### src/rtl/kdq_pkg.sv
package kdq_pkg;

   localparam int KDQ_CAPACITY = 16;
   localparam int WORD_W       = 32;

   // operation codes
   localparam logic [1:0] OP_PUSH_REAR  = 2'd0;
   localparam logic [1:0] OP_POP_FRONT  = 2'd1;
   localparam logic [1:0] OP_PUSH_FRONT = 2'd2;
   localparam logic [1:0] OP_POP_REAR   = 2'd3;

   // status codes
   localparam logic [1:0] STAT_OK    = 2'd0;
   localparam logic [1:0] STAT_DUP   = 2'd1;
   localparam logic [1:0] STAT_FULL  = 2'd2;
   localparam logic [1:0] STAT_EMPTY = 2'd3;

   localparam logic signed [WORD_W-1:0] NEG_ONE = '1;

   typedef struct packed {
      logic [1:0]               operation;
      logic signed [WORD_W-1:0] item_key;
      logic signed [WORD_W-1:0] item_value;
   } req_type;

   typedef struct packed {
      logic [1:0]               status;
      logic signed [WORD_W-1:0] popped_value;
   } rsp_type;

endpackage

### src/rtl/keyed_double_ended_queue_unit.sv
// Keyed double-ended queue: up to Capacity key/data pairs in a ring of two RAMs, with push
// and pop at both ends. A push first reads every live key, one per cycle through a single
// RAM port and one comparator, and is refused with a duplicate status on any match, or
// with a full status when no slot is left. A pop reads the value RAM and answers from
// the pop state, and a pop from an empty queue answers without a RAM read, with status
// empty and data -1.
// One transaction is in flight at a time; req_ready drops from acceptance until the result
// has been taken. Stores need no clearing after reset.
module keyed_double_ended_queue_unit #(
   parameter int Capacity = kdq_pkg::KDQ_CAPACITY
) (
   input  logic             clock,
   input  logic             reset,
   input  logic             req_valid,
   output logic             req_ready,
   input  kdq_pkg::req_type req_data,
   output logic             rsp_valid,
   input  logic             rsp_ready,
   output kdq_pkg::rsp_type rsp_data
);

   import kdq_pkg::*;

   localparam int PtrW = $clog2(Capacity);
   localparam int CntW = $clog2(Capacity + 1);
   localparam logic [CntW-1:0] CapCnt  = CntW'(Capacity);
   localparam logic [PtrW:0]   CapWide = (PtrW + 1)'(Capacity);
   localparam logic [PtrW-1:0] LastPos = PtrW'(Capacity - 1);

   localparam logic [1:0] S_IDLE = 2'd0;
   localparam logic [1:0] S_SCAN = 2'd1;
   localparam logic [1:0] S_POP  = 2'd2;

   function automatic logic [PtrW-1:0] ring_add(input logic [PtrW-1:0] a,
                                                input logic [PtrW-1:0] b);
      logic [PtrW:0] sum;
      sum = {1'b0, a} + {1'b0, b};
      if (sum >= CapWide) begin
         sum = sum - CapWide;
      end
      return sum[PtrW-1:0];
   endfunction

   logic [1:0]      state_ff, state_in;
   req_type         req_ff, req_in;
   logic [PtrW-1:0] head_ff, head_in;
   logic [CntW-1:0] count_ff, count_in;
   logic [PtrW-1:0] scan_pos_ff, scan_pos_in;
   logic [CntW-1:0] scan_left_ff, scan_left_in;
   logic            rd_pend_ff, rd_pend_in;
   logic            dup_ff, dup_in;
   rsp_type         rsp_ff, rsp_in;
   logic            rsp_valid_ff, rsp_valid_in;

   logic              key_rd_en, val_rd_en, wr_en;
   logic [PtrW-1:0]   val_rd_addr, wr_addr, head_dec;
   logic [WORD_W-1:0] key_rdata, val_rdata;
   logic              dup_now, scan_done, accept, is_push;

   assign req_ready = (state_ff == S_IDLE) && !rsp_valid_ff;
   assign accept    = req_valid && req_ready;
   assign is_push   = (req_data.operation == OP_PUSH_REAR) ||
                      (req_data.operation == OP_PUSH_FRONT);
   assign head_dec  = (head_ff == '0) ? LastPos : head_ff - PtrW'(1);
   assign key_rd_en = (state_ff == S_SCAN) && (scan_left_ff != '0);
   assign dup_now   = dup_ff ||
                      (rd_pend_ff && (key_rdata == $unsigned(req_ff.item_key)));
   assign scan_done = (scan_left_ff == '0) && !rd_pend_ff;
   assign wr_addr   = (req_ff.operation == OP_PUSH_REAR) ?
                      ring_add(head_ff, count_ff[PtrW-1:0]) : head_dec;

   always_comb begin
      state_in     = state_ff;
      req_in       = req_ff;
      head_in      = head_ff;
      count_in     = count_ff;
      scan_pos_in  = scan_pos_ff;
      scan_left_in = scan_left_ff;
      rd_pend_in   = 1'b0;
      dup_in       = dup_ff;
      rsp_in       = rsp_ff;
      rsp_valid_in = rsp_valid_ff && !rsp_ready;
      val_rd_en    = 1'b0;
      val_rd_addr  = head_ff;
      wr_en        = 1'b0;

      unique case (state_ff)
         S_IDLE: begin
            if (accept) begin
               req_in = req_data;
               if (is_push) begin
                  scan_pos_in  = head_ff;
                  scan_left_in = count_ff;
                  dup_in       = 1'b0;
                  state_in     = S_SCAN;
               end else if (count_ff == '0) begin
                  rsp_in.status       = STAT_EMPTY;
                  rsp_in.popped_value = NEG_ONE;
                  rsp_valid_in        = 1'b1;
               end else begin
                  val_rd_en = 1'b1;
                  count_in  = count_ff - CntW'(1);
                  if (req_data.operation == OP_POP_FRONT) begin
                     val_rd_addr = head_ff;
                     head_in     = ring_add(head_ff, PtrW'(1));
                  end else begin
                     val_rd_addr = ring_add(head_ff, count_in[PtrW-1:0]);
                  end
                  state_in = S_POP;
               end
            end
         end
         S_SCAN: begin
            dup_in = dup_now;
            // issue one key read per cycle, compare it on the next
            if (scan_left_ff != '0) begin
               rd_pend_in   = 1'b1;
               scan_left_in = scan_left_ff - CntW'(1);
               scan_pos_in  = ring_add(scan_pos_ff, PtrW'(1));
            end
            if (scan_done) begin
               rsp_in.popped_value = NEG_ONE;
               rsp_valid_in        = 1'b1;
               state_in            = S_IDLE;
               if (dup_now) begin
                  rsp_in.status = STAT_DUP;
               end else if (count_ff == CapCnt) begin
                  rsp_in.status = STAT_FULL;
               end else begin
                  rsp_in.status = STAT_OK;
                  wr_en         = 1'b1;
                  count_in      = count_ff + CntW'(1);
                  if (req_ff.operation == OP_PUSH_FRONT) begin
                     head_in = head_dec;
                  end
               end
            end
         end
         S_POP: begin
            rsp_in.status       = STAT_OK;
            rsp_in.popped_value = $signed(val_rdata);
            rsp_valid_in        = 1'b1;
            state_in            = S_IDLE;
         end
         default: begin
            state_in = S_IDLE;
         end
      endcase
   end

   always_ff @(posedge clock) begin
      if (reset) begin
         state_ff     <= S_IDLE;
         head_ff      <= '0;
         count_ff     <= '0;
         rd_pend_ff   <= 1'b0;
         dup_ff       <= 1'b0;
         rsp_valid_ff <= 1'b0;
      end else begin
         state_ff     <= state_in;
         head_ff      <= head_in;
         count_ff     <= count_in;
         rd_pend_ff   <= rd_pend_in;
         dup_ff       <= dup_in;
         rsp_valid_ff <= rsp_valid_in;
      end
      req_ff       <= req_in;
      scan_pos_ff  <= scan_pos_in;
      scan_left_ff <= scan_left_in;
      rsp_ff       <= rsp_in;
   end

   kdq_ram #(
      .Width(WORD_W),
      .Depth(Capacity)
   ) u_key_ram (
      .clock  (clock),
      .wr_en  (wr_en),
      .wr_addr(wr_addr),
      .wr_data($unsigned(req_ff.item_key)),
      .rd_en  (key_rd_en),
      .rd_addr(scan_pos_ff),
      .rd_data(key_rdata)
   );

   kdq_ram #(
      .Width(WORD_W),
      .Depth(Capacity)
   ) u_val_ram (
      .clock  (clock),
      .wr_en  (wr_en),
      .wr_addr(wr_addr),
      .wr_data($unsigned(req_ff.item_value)),
      .rd_en  (val_rd_en),
      .rd_addr(val_rd_addr),
      .rd_data(val_rdata)
   );

   assign rsp_valid = rsp_valid_ff;
   assign rsp_data  = rsp_ff;

   a_count_bound: assert property (@(posedge clock) disable iff (reset)
      count_ff <= CapCnt)
      else $error("entry count exceeds capacity");

   a_no_result_while_scanning: assert property (@(posedge clock) disable iff (reset)
      (state_ff == S_SCAN) || (state_ff == S_POP) |-> !rsp_valid_ff)
      else $error("result pending while a transaction is in progress");

   a_pop_shrinks: assert property (@(posedge clock) disable iff (reset)
      accept && !is_push && (count_ff != '0) |=> count_ff == $past(count_ff) - CntW'(1))
      else $error("pop did not remove an entry");

   a_scan_ends_in_result: assert property (@(posedge clock) disable iff (reset)
      (state_ff == S_SCAN) && scan_done |=> rsp_valid_ff && (state_ff == S_IDLE))
      else $error("finished key scan gave no result");

endmodule

### src/rtl/kdq_ram.sv
module kdq_ram #(
   parameter int Width = 32,
   parameter int Depth = 16
) (
   input  logic                     clock,
   input  logic                     wr_en,
   input  logic [$clog2(Depth)-1:0] wr_addr,
   input  logic [Width-1:0]         wr_data,
   input  logic                     rd_en,
   input  logic [$clog2(Depth)-1:0] rd_addr,
   output logic [Width-1:0]         rd_data
);

   logic [Width-1:0] mem_ff [Depth];
   logic [Width-1:0] rd_data_ff;

   always_ff @(posedge clock) begin
      if (wr_en) begin
         mem_ff[wr_addr] <= wr_data;
      end
      if (rd_en) begin
         rd_data_ff <= mem_ff[rd_addr];
      end
   end

   assign rd_data = rd_data_ff;

endmodule

### config.mk
export PLATFORM = sky130hd
export DESIGN_NAME = keyed_double_ended_queue_unit
export DESIGN_NICKNAME = d
export VERILOG_FILES = /design/src/rtl/kdq_pkg.sv /design/src/rtl/keyed_double_ended_queue_unit.sv /design/src/rtl/kdq_ram.sv
export SDC_FILE = /design/constraint.sdc
export NUM_CORES = 1
export LEC_CHECK = 0
export BUFFER_PORTS_ARGS = -buffer_cell sky130_fd_sc_hd__buf_4
export CORE_ASPECT_RATIO = 1.25
export CORE_MARGIN = 2
export CORE_UTILIZATION = 55
export DETAILED_ROUTE_END_ITERATION = 10
export GPL_TIMING_DRIVEN = 0
export PLACE_DENSITY = 0.74
export SLEW_MARGIN = 25
export SYNTH_ARGS = -nofsm -noshare
export SYNTH_HDL_FRONTEND = slang
export SYNTH_SLANG_ARGS = --single-unit
### constraint.sdc
create_clock -name clock -period 4.7 [get_ports clock]
set_input_delay 0.235 -clock clock [delete_from_list [all_inputs] [get_ports clock]]
set_output_delay 0.235 -clock clock [all_outputs]
set_load 0.02 [all_outputs]
==> metrics <==
crit path max-delay cell type xnor2_1; fin. max-slew vios 0; minimum clock period 4.33 ns; cell taking the most area after synthesis edfxtp_1; setup slack at placement 0.441 ns; ratio of cells with drive above 1 in the final layout 16.6%; grt ovf 0; Area Overhead vs Synth 18.1%; critical path arrival 4.78 ns; RSZ-0062 raised after global routing false; PostCTS Resize Cnt 0; vias per cell 6.45; commonest non-fill, non-tap cell in the layout edfxtp_1; maximum clock path buffer count 3; Final Non-Filler Cells 4283; Worst Slack Setup Final 0.373 ns; antenna-violating nets left 0; Fin Hold WS 0.119 ns; classification of the worst setup path reg2reg; gr busiest metal met2; Fin. Hold Viols 0; Post-synth EDFFs 1197; cell count after synthesis 2741; met3 Resource Use GR 5.40%; period utilisation layout 92.1%; pin count of the biggest net entering global routing 45; Top FF cell, synth edfxtp_1; Req. time, crit path 5.15 ns; worst r2r path cells 9; Worst Hold Depth 3; Port Buffer Count 105; Synth Area per Inst 17.0 sq um; commonest cells after routing, fill and taps aside edfxtp_1 (1197), nand2_1 (347), a21oi_1 (279); initial antenna violation count 2; M1 GR Usage 34.2%; Yosys top cell area share 77.0%; initial core utilization 55.5%; Syn Nets 2832; First-pass DRT Iterations 6; Critical Path End Type register; flop2flop setup slack 0.37 ns; final net count 3191; Yosys cell types 66; global-route track usage on met2 51.4%; R2R Path End u_val_ram.mem_ff[7][25]$_DFFE_PP_; Reg clk slew, reported paths 0.07 ns; Min-Delay Path Class in2reg; Async SR Flop Fraction 0%; Root Driver clkbuf_16; status completed; slew margin rel. 25.3%; max_cap viols 0; core area 0.0841 sq mm; Max VDD drop 0.344 mV; Syn Std Cell Area 0.0467 sq mm; setup violators final 0; critical path peak fanout 17; FF-to-FF Start req_ff[56]$_DFFE_PP_; sequential fraction of the synthesis area 77.6%; vias 27639; register cell area after layout 0.0362 sq mm; final wirelength 128000 microns; Critical Path Start Type register; Final Skew 0.0392 ns; first-pass GRT wire length 183000 microns; Row Count 119; Max stage delay on crit path 0.72 ns; Synth Warn # 0; CTS tree yes; placed cell count 4007; Skew-Pair Late Insertion Delay 0.72 ns; Die Ht 330 microns; number of synthesized register bits 1211; DRT iter0 DRCs 3424; H-tree levels 3; die area 0.0872 sq mm; leakage power 17.9 nW; Die X 265 microns; per-cell routed wire length 29.8 microns; clock tree sinks 1211; ranking of synthesized cells by area edfxtp_1 (77%), mux4_2 (3.1%), a221oi_1 (3.0%); worst hold endpoint u_val_ram.rd_data[7]$_DFFE_PP_; FMAX 0.231 GHz; GP Congestion 0.852; Tightest Pin Transition 1.12 ns; Multi-input gate area 0.00973 sq mm; DRC Markers 0; Fillers 5507; hold wc startpoint req_valid; total CTS buffers 111; pwr dens 523 mW/mm^2; Crit path top cell by count buf_16; HPWL after DPL 83600 microns; I/O pin total 106; total track usage 29.2%; Cell Chain, Critical Path xnor2_1, nand4_1, nor4_1, a31oi_1, nand3_1, nor2_4, buf_16, buf_16, buf_16; vias in the first global route 28188
-- layout make-up --
cell class              instances  area share, %
flip-flops and latches       1211           65.7
multi-input cells            1352           17.7
repair buffers                246           5.98
clock buffers                 144           5.37
well taps                    1089           2.47
plain buffers                 164           1.46
clock inverters                62           1.27
inverters                      14          0.104
diodes                          1        0.00454
-- worst max-delay path by stage --
stage | cells after the start | from | endpoint | slack (ns)
after floorplan | 8 | head_ff[1]$_SDFFE_PP0P_ | u_key_ram.mem_ff[0][0]$_DFFE_PP_ | -0.23
after global placement | 6 | req_ff[63]$_DFFE_PP_ | u_val_ram.mem_ff[8][24]$_DFFE_PP_ | -4.54
after detailed placement | 9 | req_ff[56]$_DFFE_PP_ | u_val_ram.mem_ff[7][27]$_DFFE_PP_ | 0.44
after CTS | 9 | req_ff[56]$_DFFE_PP_ | u_val_ram.mem_ff[7][21]$_DFFE_PP_ | 0.43
after global routing | 9 | req_ff[56]$_DFFE_PP_ | u_val_ram.mem_ff[7][25]$_DFFE_PP_ | 0.24
final | 9 | req_ff[56]$_DFFE_PP_ | u_val_ram.mem_ff[7][25]$_DFFE_PP_ | 0.37
-- registers in the layout, summed over array words and instances (netlist names) --
name	count
u_val_ram.rd_data	32
u_key_ram.rd_data	32
u_key_ram.mem_ff	512
rsp_valid	1
head_ff	4
u_val_ram.mem_ff	512
scan_left_ff	5
rd_pend_ff	1
req_ff	66
scan_pos_ff	4
dup_ff	1
rsp_data	34
count_ff	5
state_ff	2
-- cells by family after synthesis --
kind of cell | count (synthesis) | share of synthesized area (%)
AOI/OAI and AO/OA | 570 | 7.76
muxes | 232 | 6.79
adders and majority gates | 21 | 0.595
xor gates and xnor gates | 48 | 0.901
buffers and inverters | 178 | 1.81
and+or+nand+nor | 481 | 4.53
DFF | 1211 | 77.6
-- through the flow --
stage,utilization [%],instance area [sq um],power (W),setup TNS (ns)
6_report,65.5,55100,0.0289,0
4_1_cts,65.5,55100,0.0288,0
3_5_place_dp,60.4,50800,0.0197,0
2_1_floorplan,-,46700,0.0171,-117.45
3_3_place_gp,58.1,48800,0.0194,-3082.96
5_1_grt,65.5,55100,0.0297,0
-- power breakdown --
group	internal (W)	total (W)	switching, W
clock network	0.00513	0.00912	0.00399
registers	0.0129	0.0135	0.000580
logic	0.00199	0.00620	0.00422
total	0.0201	0.0289	0.00878
-- what timing repair did --
action,CTS,global route
hold endpoints to repair,72,0
hold buffers,69,0
endpoints found under the setup margin,0,0
setup buffers,0,0
-- critical path, delay by kind of cell (launching register included) --
| kind | cells | cell delay [ns] |
|---|---|---|
| AND/OR/NAND/NOR | 4 | 1.69 |
| XOR/XNOR | 1 | 0.72 |
| flip-flops | 1 | 0.61 |
| buffers and inverters | 3 | 0.56 |
| AO/OA/AOI/OAI | 1 | 0.45 |
-- synth_stat cells (all sizes together), types with 33 or more instances --
cell type and count:
a21oi 279, a22oi 33, o21ai 71, mux4 64
edfxtp 1197, xnor2 39, clkbuf 91, nand2 348
buf 73, nor2 42, a221oi 161, mux2i 136
-- routing by layer --
| layer | up-vias | part of all wire, % |
|---|---|---|
| met5 | - | 0.021 |
| met4 | 4 | 5.3 |
| met2 | 1743 | 51 |
| met3 | 412 | 9.0 |
| li1 | 11598 | - |
| met1 | 13882 | 34 |
Note: power is estimated with default switching activity, not from simulation.
